### src/sv/dift_pkg.sv
// Package for the DMX interval fog trigger: command codes, controller states,
// controller-to-datapath command struct and arithmetic constants.
// No dependencies.
`default_nettype none

package dift_pkg;

   // Input transaction command codes
   typedef enum logic [1:0] {
      CMD_TICK   = 2'd0,
      CMD_DMX    = 2'd1,
      CMD_MANUAL = 2'd2
   } req_cmd_type;

   // Controller states, one per datapath step
   typedef enum logic [2:0] {
      ST_IDLE,
      ST_APPLY,
      ST_MUL1,
      ST_MUL2,
      ST_MUL3,
      ST_EVAL,
      ST_DIFF,
      ST_OUT
   } dift_state_type;

   // Step strobes from controller to datapath
   typedef struct packed {
      logic load_req;
      logic apply;
      logic mul1;
      logic mul2;
      logic mul3;
      logic eval;
      logic diff;
      logic load_rsp;
   } dift_cmd_type;

   localparam logic [15:0] TIMEOUT_RESET   = 16'd5000;
   localparam logic [15:0] SINCE_MAX       = 16'hFFFF;
   localparam logic [7:0]  PERCENT_MAX     = 8'd100;
   localparam int          MS_PER_S        = 1000;
   // ms per percent-second: 1000 / 100
   localparam int          PCT_SCALE       = 10;

   // floor(x / 255) = (x * DIV255_MAGIC) >> DIV255_SHIFT for x < 2^26
   localparam int          DIV255_SHIFT    = 34;
   localparam logic [26:0] DIV255_MAGIC    = 27'd67372037;
   // floor(x / 1000) = (x * DIV1000_MAGIC) >> DIV1000_SHIFT for x < 255000
   localparam int          DIV1000_SHIFT   = 28;
   localparam logic [18:0] DIV1000_MAGIC   = 19'd268436;

   // Remaining ms at or above this give the saturated countdown
   localparam logic [31:0] LEFT_SAT_DIFF   = 32'd255000;
   localparam logic [8:0]  LEFT_SAT        = 9'd256;

endpackage

`default_nettype wire

### src/sv/dift_ctrl.sv
// Controller of the DMX interval fog trigger: step sequencer and handshakes.
// Depends on dift_pkg (states, command struct).
`default_nettype none

module dift_ctrl
   import dift_pkg::*;
(
   input  wire logic   clock,
   input  wire logic   reset,
   input  wire logic   req_valid,
   output logic        req_stall,
   output logic        rsp_valid,
   input  wire logic   rsp_stall,
   output dift_cmd_type cmd
);

   dift_state_type state_ff, state_in;
   logic           rsp_valid_ff, rsp_valid_in;
   logic           out_free;

   assign out_free  = !rsp_valid_ff || !rsp_stall;
   assign req_stall = (state_ff != ST_IDLE);
   assign rsp_valid = rsp_valid_ff;

   // Next state: walk the steps, wait at the end for a free output register
   always_comb begin
      state_in = state_ff;
      unique case (state_ff)
         ST_IDLE:  if (req_valid) state_in = ST_APPLY;
         ST_APPLY: state_in = ST_MUL1;
         ST_MUL1:  state_in = ST_MUL2;
         ST_MUL2:  state_in = ST_MUL3;
         ST_MUL3:  state_in = ST_EVAL;
         ST_EVAL:  state_in = ST_DIFF;
         ST_DIFF:  state_in = ST_OUT;
         ST_OUT:   if (out_free) state_in = ST_IDLE;
         default:  state_in = ST_IDLE;
      endcase
   end

   // Outputs: one step strobe per state
   always_comb begin
      cmd = '0;
      unique case (state_ff)
         ST_IDLE:  cmd.load_req = req_valid;
         ST_APPLY: cmd.apply    = 1'b1;
         ST_MUL1:  cmd.mul1     = 1'b1;
         ST_MUL2:  cmd.mul2     = 1'b1;
         ST_MUL3:  cmd.mul3     = 1'b1;
         ST_EVAL:  cmd.eval     = 1'b1;
         ST_DIFF:  cmd.diff     = 1'b1;
         ST_OUT:   cmd.load_rsp = out_free;
         default:  cmd = '0;
      endcase
   end

   // Hold a result until taken, raise on load
   always_comb begin
      rsp_valid_in = rsp_valid_ff && rsp_stall;
      if (cmd.load_rsp) rsp_valid_in = 1'b1;
   end

   always_ff @(posedge clock) begin
      if (reset) begin
         state_ff     <= ST_IDLE;
         rsp_valid_ff <= 1'b0;
      end else begin
         state_ff     <= state_in;
         rsp_valid_ff <= rsp_valid_in;
      end
   end

   // An accepted transaction always starts the command step
   a_accept_apply: assert property (@(posedge clock) disable iff (reset)
      (req_valid && !req_stall) |=> (state_ff == ST_APPLY))
      else $error("accepted transaction did not enter apply step");

   // A new result only appears after the output step
   a_rsp_from_out: assert property (@(posedge clock) disable iff (reset)
      $rose(rsp_valid_ff) |-> ($past(state_ff) == ST_OUT))
      else $error("result raised outside output step");

   // Never overwrite a result that is still stalled
   a_no_overwrite: assert property (@(posedge clock) disable iff (reset)
      cmd.load_rsp |-> !(rsp_valid_ff && rsp_stall))
      else $error("stalled result overwritten");

   // At most one step strobe at a time
   a_one_step: assert property (@(posedge clock) disable iff (reset)
      $onehot0(cmd))
      else $error("more than one datapath step active");

endmodule

`default_nettype wire

### src/sv/dift_dpath.sv
// Datapath of the DMX interval fog trigger: timer state, on-time arithmetic,
// cycle evaluation, countdown and result register. Depends on dift_pkg.
`default_nettype none

module dift_dpath
   import dift_pkg::*;
(
   input  wire logic        clock,
   input  wire logic        reset,
   input  wire dift_cmd_type cmd,
   input  wire logic        csr_wr_en,
   input  wire logic [15:0] csr_wr_data,
   input  wire logic [1:0]  req_cmd,
   input  wire logic [7:0]  req_period_seconds,
   input  wire logic [7:0]  req_duty_level,
   output logic             rsp_trigger,
   output logic             rsp_on_phase,
   output logic             rsp_dmx_mode,
   output logic             rsp_output_off,
   output logic [8:0]       rsp_seconds_left
);

   // Block state
   logic [15:0] timeout_ff,   timeout_in;
   logic [31:0] now_ff,       now_in;
   logic [31:0] cycle_end_ff, cycle_end_in;
   logic [31:0] turn_off_ff,  turn_off_in;
   logic        awaiting_ff,  awaiting_in;
   logic        trigger_ff,   trigger_in;
   logic        dmx_mode_ff,  dmx_mode_in;
   logic [7:0]  period_ff,    period_in;
   logic [7:0]  duty_ff,      duty_in;
   logic        percent_ff,   percent_in;
   logic [7:0]  last_duty_ff, last_duty_in;
   logic [15:0] since_ff,     since_in;

   // Working registers
   logic [1:0]  cmd_ff;
   logic [7:0]  per_ff;
   logic [7:0]  lvl_ff;
   logic [15:0] prod_ff;
   logic [17:0] cyc_len_ff;
   logic [25:0] scaled_ff;
   logic [17:0] on_time_ff;
   logic        off_ff,  off_in;
   logic [17:0] diff_ff;
   logic        sat_ff;

   // Arithmetic
   logic [15:0] prod_mul;
   logic [17:0] cyc_mul;
   logic [25:0] scaled_mul;
   logic [52:0] quot_mul;
   logic [17:0] pct_mul;
   logic [36:0] sec_mul;
   logic [8:0]  sec_q;
   logic [31:0] diff_full;
   logic [32:0] off_sum;
   logic        start;
   logic        past_off;
   logic        active;

   assign prod_mul   = 16'(period_ff) * 16'(duty_ff);
   assign cyc_mul    = 18'(period_ff) * 18'(MS_PER_S);
   assign scaled_mul = 26'(prod_ff) * 26'(MS_PER_S);
   assign quot_mul   = 53'(scaled_ff) * 53'(DIV255_MAGIC);
   assign pct_mul    = 18'(prod_ff) * 18'(PCT_SCALE);
   assign sec_mul    = 37'(diff_ff) * 37'(DIV1000_MAGIC);
   assign sec_q      = sec_mul[DIV1000_SHIFT +: 9];
   assign diff_full  = awaiting_ff ? (turn_off_ff - now_ff) : (cycle_end_ff - now_ff);
   assign off_sum    = {1'b0, now_ff} + 33'(on_time_ff);
   assign start      = now_ff > cycle_end_ff;
   // On a fresh start the turn-off point lies behind now only if the sum wrapped
   assign past_off   = start ? off_sum[32] : (now_ff > turn_off_ff);

   // Next values of the block state
   always_comb begin
      timeout_in   = timeout_ff;
      now_in       = now_ff;
      cycle_end_in = cycle_end_ff;
      turn_off_in  = turn_off_ff;
      awaiting_in  = awaiting_ff;
      trigger_in   = trigger_ff;
      dmx_mode_in  = dmx_mode_ff;
      period_in    = period_ff;
      duty_in      = duty_ff;
      percent_in   = percent_ff;
      last_duty_in = last_duty_ff;
      since_in     = since_ff;
      off_in       = off_ff;
      active       = 1'b0;

      if (csr_wr_en) timeout_in = csr_wr_data;

      // Apply the command, then the DMX activity rules
      if (cmd.apply) begin
         unique case (cmd_ff)
            CMD_TICK: begin
               now_in = now_ff + 32'd1;
               if (since_ff != SINCE_MAX) since_in = since_ff + 16'd1;
            end
            CMD_DMX: begin
               since_in = '0;
               if (timeout_ff != 16'd0) begin
                  dmx_mode_in = 1'b1;
                  if (per_ff != period_ff) begin
                     period_in    = per_ff;
                     cycle_end_in = '0;
                     turn_off_in  = '0;
                     awaiting_in  = 1'b0;
                  end
                  if (lvl_ff != last_duty_ff) begin
                     last_duty_in = lvl_ff;
                     duty_in      = lvl_ff;
                     percent_in   = 1'b0;
                  end
               end
            end
            CMD_MANUAL: begin
               if (!dmx_mode_ff) begin
                  trigger_in = 1'b0;
                  period_in  = per_ff;
                  duty_in    = (lvl_ff > PERCENT_MAX) ? PERCENT_MAX : lvl_ff;
                  percent_in = 1'b1;
               end
            end
            default: ;
         endcase
         active = since_in < timeout_ff;
         if (!active && dmx_mode_in) trigger_in = 1'b0;
         dmx_mode_in = active;
      end

      // Evaluate the interval cycle
      if (cmd.eval) begin
         off_in = (period_ff == 8'd0) || (duty_ff == 8'd0);
         if (off_in) begin
            trigger_in = 1'b0;
         end else begin
            if (start) begin
               turn_off_in  = off_sum[31:0];
               cycle_end_in = now_ff + 32'(cyc_len_ff);
               awaiting_in  = 1'b1;
               trigger_in   = 1'b1;
            end
            if ((start || awaiting_ff) && past_off) begin
               trigger_in  = 1'b0;
               awaiting_in = 1'b0;
            end
         end
      end
   end

   always_ff @(posedge clock) begin
      if (reset) begin
         timeout_ff   <= TIMEOUT_RESET;
         now_ff       <= '0;
         cycle_end_ff <= '0;
         turn_off_ff  <= '0;
         awaiting_ff  <= 1'b0;
         trigger_ff   <= 1'b0;
         dmx_mode_ff  <= 1'b1;
         period_ff    <= '0;
         duty_ff      <= '0;
         percent_ff   <= 1'b0;
         last_duty_ff <= '0;
         since_ff     <= SINCE_MAX;
         off_ff       <= 1'b0;
      end else begin
         timeout_ff   <= timeout_in;
         now_ff       <= now_in;
         cycle_end_ff <= cycle_end_in;
         turn_off_ff  <= turn_off_in;
         awaiting_ff  <= awaiting_in;
         trigger_ff   <= trigger_in;
         dmx_mode_ff  <= dmx_mode_in;
         period_ff    <= period_in;
         duty_ff      <= duty_in;
         percent_ff   <= percent_in;
         last_duty_ff <= last_duty_in;
         since_ff     <= since_in;
         off_ff       <= off_in;
      end
   end

   // Capture the transaction and advance the arithmetic steps
   always_ff @(posedge clock) begin
      if (cmd.load_req) begin
         cmd_ff <= req_cmd;
         per_ff <= req_period_seconds;
         lvl_ff <= req_duty_level;
      end
      if (cmd.mul1) begin
         prod_ff    <= prod_mul;
         cyc_len_ff <= cyc_mul;
      end
      if (cmd.mul2) scaled_ff <= scaled_mul;
      if (cmd.mul3) on_time_ff <= percent_ff ? pct_mul : quot_mul[DIV255_SHIFT +: 18];
      if (cmd.diff) begin
         sat_ff  <= diff_full >= LEFT_SAT_DIFF;
         diff_ff <= diff_full[17:0];
      end
   end

   // Result register
   always_ff @(posedge clock) begin
      if (cmd.load_rsp) begin
         rsp_trigger    <= trigger_ff;
         rsp_on_phase   <= awaiting_ff;
         rsp_dmx_mode   <= dmx_mode_ff;
         rsp_output_off <= off_ff;
         if (off_ff)      rsp_seconds_left <= '0;
         else if (sat_ff) rsp_seconds_left <= LEFT_SAT;
         else             rsp_seconds_left <= sec_q + 9'd1;
      end
   end

endmodule

`default_nettype wire

### src/sv/dmx_interval_fog_trigger.sv
// Top level of the DMX interval fog trigger: controller plus datapath.
// Depends on dift_pkg, dift_ctrl and dift_dpath.
//
//   Channel  Ports                         Handshake
//   req      req_cmd/period/duty fields    req_valid, req_stall
//   rsp      rsp_trigger ... seconds_left  rsp_valid, rsp_stall
//   csr      csr_wr_data                   csr_wr_en (no wait)
//
// Requests are stalled while a transaction runs through the fixed
// sequence of command, three multiply steps (on-time), evaluation,
// countdown difference and result load in the controller's sequencer.
// The result load waits while the previous result is still stalled.
// Synchronous active-high reset; timeout resets to 5000 ms.
`default_nettype none

module dmx_interval_fog_trigger
   import dift_pkg::*;
(
   input  wire logic        clock,
   input  wire logic        reset,
   input  wire logic        req_valid,
   output logic             req_stall,
   input  wire logic [1:0]  req_cmd,
   input  wire logic [7:0]  req_period_seconds,
   input  wire logic [7:0]  req_duty_level,
   output logic             rsp_valid,
   input  wire logic        rsp_stall,
   output logic             rsp_trigger,
   output logic             rsp_on_phase,
   output logic             rsp_dmx_mode,
   output logic             rsp_output_off,
   output logic [8:0]       rsp_seconds_left,
   input  wire logic        csr_wr_en,
   input  wire logic [15:0] csr_wr_data
);

   dift_cmd_type step_cmd;

   // Sequencer
   dift_ctrl u_ctrl (
      .clock     (clock),
      .reset     (reset),
      .req_valid (req_valid),
      .req_stall (req_stall),
      .rsp_valid (rsp_valid),
      .rsp_stall (rsp_stall),
      .cmd       (step_cmd)
   );

   // State and arithmetic
   dift_dpath u_dpath (
      .clock              (clock),
      .reset              (reset),
      .cmd                (step_cmd),
      .csr_wr_en          (csr_wr_en),
      .csr_wr_data        (csr_wr_data),
      .req_cmd            (req_cmd),
      .req_period_seconds (req_period_seconds),
      .req_duty_level     (req_duty_level),
      .rsp_trigger        (rsp_trigger),
      .rsp_on_phase       (rsp_on_phase),
      .rsp_dmx_mode       (rsp_dmx_mode),
      .rsp_output_off     (rsp_output_off),
      .rsp_seconds_left   (rsp_seconds_left)
   );

endmodule

`default_nettype wire

### config.mk
export PLATFORM = sky130hd
export DESIGN_NAME = dmx_interval_fog_trigger
export DESIGN_NICKNAME = d
export VERILOG_FILES = /design/src/sv/dift_pkg.sv /design/src/sv/dift_ctrl.sv /design/src/sv/dift_dpath.sv /design/src/sv/dmx_interval_fog_trigger.sv
export SDC_FILE = /design/constraint.sdc
export NUM_CORES = 2
export LEC_CHECK = 0
export ABC_CLOCK_PERIOD_IN_PS = 8100
export CAP_MARGIN = 15
export CORE_AREA = 4 4 240 242
export DETAILED_ROUTE_END_ITERATION = 16
export DIE_AREA = 0 0 244 246
export DONT_BUFFER_PORTS = 1
export HOLD_SLACK_MARGIN = 0.08
export PLACE_DENSITY_LB_ADDON = 0.05
export SYNTH_ARGS = -nofsm -noshare
export SYNTH_HDL_FRONTEND = slang
export SYNTH_HIERARCHICAL = 1
export SYNTH_SLANG_ARGS = --single-unit
### constraint.sdc
create_clock -name clock -period 8.1 [get_ports clock]
set_input_delay 0.81 -clock clock [delete_from_list [all_inputs] [get_ports clock]]
set_output_delay 0.81 -clock clock [all_outputs]
set_load 0.02 [all_outputs]
==> run summary <==
## Run status
- outcome: complete, no violations

## Logic synthesis
- sequential-to-total area share from yosys stat: 0.2271
- synthesized netlist net count: 4057
- count of state elements after synthesis: 283
- mean area per synthesized cell: 9.367 µm²
- Cell Area, Synth: 30320 µm²
- Synth top cells by count: 590 x sky130_fd_sc_hd__ha_1, 392 x sky130_fd_sc_hd__inv_1, 204 x sky130_fd_sc_hd__a21oi_1, 204 x sky130_fd_sc_hd__nand2_1, 203 x sky130_fd_sc_hd__nor2_1
- EDFF count, synth: 122
- Syn Inst Count: 3237
- Top FF cell, synth: sky130_fd_sc_hd__dfxtp_1
- count leader, synth: sky130_fd_sc_hd__ha_1
- top cells by area in the synthesized netlist: sky130_fd_sc_hd__ha_1 24%, sky130_fd_sc_hd__fa_1 13%, sky130_fd_sc_hd__edfxtp_1 12%
- ys async rst share: 0
- Syn. warnings: 6
- cell type contributing the most total cell area after synthesis: sky130_fd_sc_hd__ha_1
- proportion of netlist area held by the largest area contributor: 0.2435
- number of distinct library cells after synthesis: 88

## Power
- share of power burned in the clock network: 0.119
- Internal Power: 0.007165 W
- combinational cell fraction of total power: 0.703
- leakage power total: 15.24 nW
- peak supply drop: 1.236 mV
- sequential share of power: 0.177
- switching power as a share of total power: 0.4643
- Cell Pwr Density: 415.1 nW/µm²
- Switch Pwr: 0.006209 W

## Die
- Floorplan Core Area: 55090 µm²
- overall die area: 60020 µm²
- I/O pins: 54
- initial standard-cell utilization of the core: 0.5504
- Die Span X: 244 µm
- DIE HEIGHT: 246 µm
- placement row count: 86

## STA
- final worst-path cycle share: 0.7620
- count of endpoints failing hold in the final timing report: 0
- Worst Setup Slack, final: 1.928 ns
- final total negative setup slack: 0 ns
- Max Fclk: 162.0 MHz
- setup repair after global routing missed its margin: no
- Setup Viol. Count Final: 0
- headroom to the max-slew limit: 0.2626
- max-slew violation total from the final report: 0
- clock period minus worst slack: 6.172 ns
- pin slew with the least headroom to its limit: 1.105 ns
- worst clock skew on the final layout: 0.01776 ns

## CTS
- clock tree from TritonCTS: done
- number of hold-repair buffers added at the cts stage: 0
- insertion delay of the later-clocked pin in the worst-skew pair: 0.54 ns
- number of buffers created by CTS: 35
- Post-CTS Setup Inserts: 0
- TritonCTS sink count: 283
- clock input transition at the sequential cells of the worst setup and hold paths: 0.06 ns
- Post-CTS Resized: 0
- H-tree depth: 2
- Longest Clk Path Bufs: 3
- Root Buffer Master: sky130_fd_sc_hd__clkbuf_16

## Detailed routing
- DRC violation count after routing: 0
- count of routing violations after the opening detailed-route iteration: 1140
- number of detailed-route iterations in the first pass: 5
- Post-Route WL: 71900 µm
- Post-DRT Antenna Nets: 0
- average wire per standard cell: 18.07 µm
- via density per instance: 5.733
- count of vias placed by the detailed router: 22820

## Setup path
- CP Class: reg -> reg
- category of the worst setup path launch point: flip-flop
- number of cells on the worst reg-to-reg path: 20
- minimum setup slack among reg-to-reg paths: 1.93 ns
- worst r2r src: u_dpath/diff_ff[7]$_DFFE_PP_
- Required @ worst endpoint: 8.39 ns
- Critical Path Fanout Max: 6
- critical path capture point type: flip-flop
- Reg2Reg Capture Point: u_dpath/rsp_seconds_left[7]$_SDFFCE_PP0P_
- arrival time reported for the critical path endpoint: 6.46 ns

## Final layout
- final design area excluding fillers: 32220 µm²
- area added between synthesis and finish: 6.256%
- count of nets after finishing: 4027
- layout cell share with drive strength beyond 1: 0.03187
- Final Non-Filler Cells: 3980
- fillcell total: 4865
- number of antenna diodes: 0

## Global routing
- Global Route Usage Sum: 0.2416
- number of global-route vias before repair: 23140
- global route overflow: 0
- wire length of the first global-routing pass: 119300 µm
- largest net degree at the start of global routing: 114
- antenna violations before repair: 1

## Min path
- Hold Startpoint: reset
- Hold Crit Endpoint: u_ctrl/rsp_valid$_SDFF_PP0_
- worst hold path class: in -> reg
- hold path depth: 1

## Placed design
- Placed Area: 31050 µm²
- number of port buffers: 0
- final weighted congestion in routability-driven placement: 0.8802
- placed insts: 3918
- pre-CTS setup slack: 1.946 ns
- Post-DP HPWL: 57870 µm

## Run
- number of max-capacitance violations reported: 0

## area by class of cell
class | instances | area, µm² | area share
Clock buffer | 50 | 1035 | 0.03212
Clock inverter | 12 | 131.4 | 0.004078
Inverter | 394 | 1479 | 0.04590
Multi-Input combinational cell | 2479 | 21650 | 0.6718
Sequential cell | 283 | 6887 | 0.2137
Tap cell | 748 | 935.9 | 0.02905
Timing Repair Buffer | 14 | 105.1 | 0.003262
## critical path, cell delays in order (launching register included)
cell and delay (ns):
sky130_fd_sc_hd__edfxtp_1 0.52, sky130_fd_sc_hd__ha_1 0.36, sky130_fd_sc_hd__ha_1 0.22, sky130_fd_sc_hd__fa_1 0.56, sky130_fd_sc_hd__fa_1 0.44, sky130_fd_sc_hd__fa_1 0.54, sky130_fd_sc_hd__inv_1 0.05, sky130_fd_sc_hd__fa_1 0.53
sky130_fd_sc_hd__inv_1 0.04, sky130_fd_sc_hd__ha_1 0.31, sky130_fd_sc_hd__nand4_1 0.14, sky130_fd_sc_hd__o41ai_1 0.40, sky130_fd_sc_hd__a21oi_1 0.11, sky130_fd_sc_hd__o31a_1 0.14, sky130_fd_sc_hd__and3b_1 0.20, sky130_fd_sc_hd__nor3_1 0.33
sky130_fd_sc_hd__nand4bb_1 0.25, sky130_fd_sc_hd__nor4bb_1 0.36, sky130_fd_sc_hd__maj3_1 0.25, sky130_fd_sc_hd__xnor2_1 0.12, sky130_fd_sc_hd__nor2_1 0.05
## state kept, by name, summed over array words and instances, names as in the netlist, 2 cells and up
register	flops
u_dpath/cycle_end_ff	32
u_dpath/now_ff	32
u_dpath/turn_off_ff	32
u_dpath/scaled_ff	23
u_dpath/diff_ff	18
u_dpath/on_time_ff	18
u_dpath/prod_ff	16
u_dpath/since_ff	16
u_dpath/timeout_ff	16
u_dpath/cyc_len_ff	15
u_dpath/rsp_seconds_left	9
u_dpath/duty_ff	8
u_dpath/last_duty_ff	8
u_dpath/lvl_ff	8
u_dpath/per_ff	8
u_dpath/period_ff	8
u_ctrl/state_ff	3
u_dpath/cmd_ff	2
## kinds of logic (layout without fill, tap and decap cells)
kind of cell,count (synthesis),in the layout,share of synthesized area
multiplexers,53,53,0.01766
flip-flops,283,283,0.2271
AND/OR/NAND/NOR,814,814,0.1325
buffers and inverters,475,470,0.05938
adder cells (fa/ha/maj),782,782,0.3699
XOR/XNOR,208,208,0.06008
AO/OA/AOI/OAI,622,622,0.1334
## power groups by stage
| stage | logic [W] | registers, W | clock network, W |
|---|---|---|---|
| 2_1_floorplan | 0.00713 | 0.00225 | 0 |
| 3_3_place_gp | 0.00905 | 0.00240 | 0 |
| 3_5_place_dp | 0.00926 | 0.00241 | 0 |
| 4_1_cts | 0.00943 | 0.00238 | 0.00164 |
| 5_1_grt | 0.0109 | 0.00241 | 0.00169 |
| 6_report | 0.00940 | 0.00237 | 0.00160 |
## routing by layer
layer	global-route usage	wire length, µm
met4	0.05148	1243
met3	0.02525	2711
met5	0	0
met2	0.4124	33950
met1	0.3353	34000
## worst max path at each step
stage | start | cells after the start | slack [ns] | endpoint
after floorplan | u_dpath/diff_ff[7]$_DFFE_PP_ | 20 | 2.45 | u_dpath/rsp_seconds_left[7]$_SDFFCE_PP0P_
after global placement | u_dpath/diff_ff[7]$_DFFE_PP_ | 22 | 2.09 | u_dpath/rsp_seconds_left[7]$_SDFFCE_PP0P_
after detailed placement | u_dpath/diff_ff[7]$_DFFE_PP_ | 20 | 1.95 | u_dpath/rsp_seconds_left[7]$_SDFFCE_PP0P_
after CTS | u_dpath/scaled_ff[16]$_DFFE_PP_ | 20 | 1.94 | u_dpath/on_time_ff[16]$_DFFE_PP_
after global routing | u_dpath/diff_ff[7]$_DFFE_PP_ | 20 | 1.62 | u_dpath/rsp_seconds_left[7]$_SDFFCE_PP0P_
final | u_dpath/diff_ff[7]$_DFFE_PP_ | 20 | 1.93 | u_dpath/rsp_seconds_left[7]$_SDFFCE_PP0P_
## layout by cell type, fill, tap and decap left out, types with 74 or more instances in the layout
cell type / instances
sky130_fd_sc_hd__ha_1: 590
sky130_fd_sc_hd__a21oi_1: 203
sky130_fd_sc_hd__fa_1: 191
sky130_fd_sc_hd__xnor2_1: 165
sky130_fd_sc_hd__nand2_1: 204
sky130_fd_sc_hd__inv_1: 392
sky130_fd_sc_hd__nand3_1: 74
sky130_fd_sc_hd__o21ai_0: 108
sky130_fd_sc_hd__dfxtp_1: 161
sky130_fd_sc_hd__nor2_1: 202
sky130_fd_sc_hd__edfxtp_1: 122
## metrics by stage
step / total power (W) / util / hold slack [ns]
3_5_place_dp: 0.01167 / 0.5636 / 0.4623
6_report: 0.01337 / 0.5848 / 0.3450
4_1_cts: 0.01345 / 0.5848 / 0.3369
2_1_floorplan: 0.009381 / - / 0.4002
5_1_grt: 0.01496 / 0.5848 / 0.3257
3_3_place_gp: 0.01145 / 0.5636 / 0.4556
No activity file was read; power rests on OpenSTA's default activity.
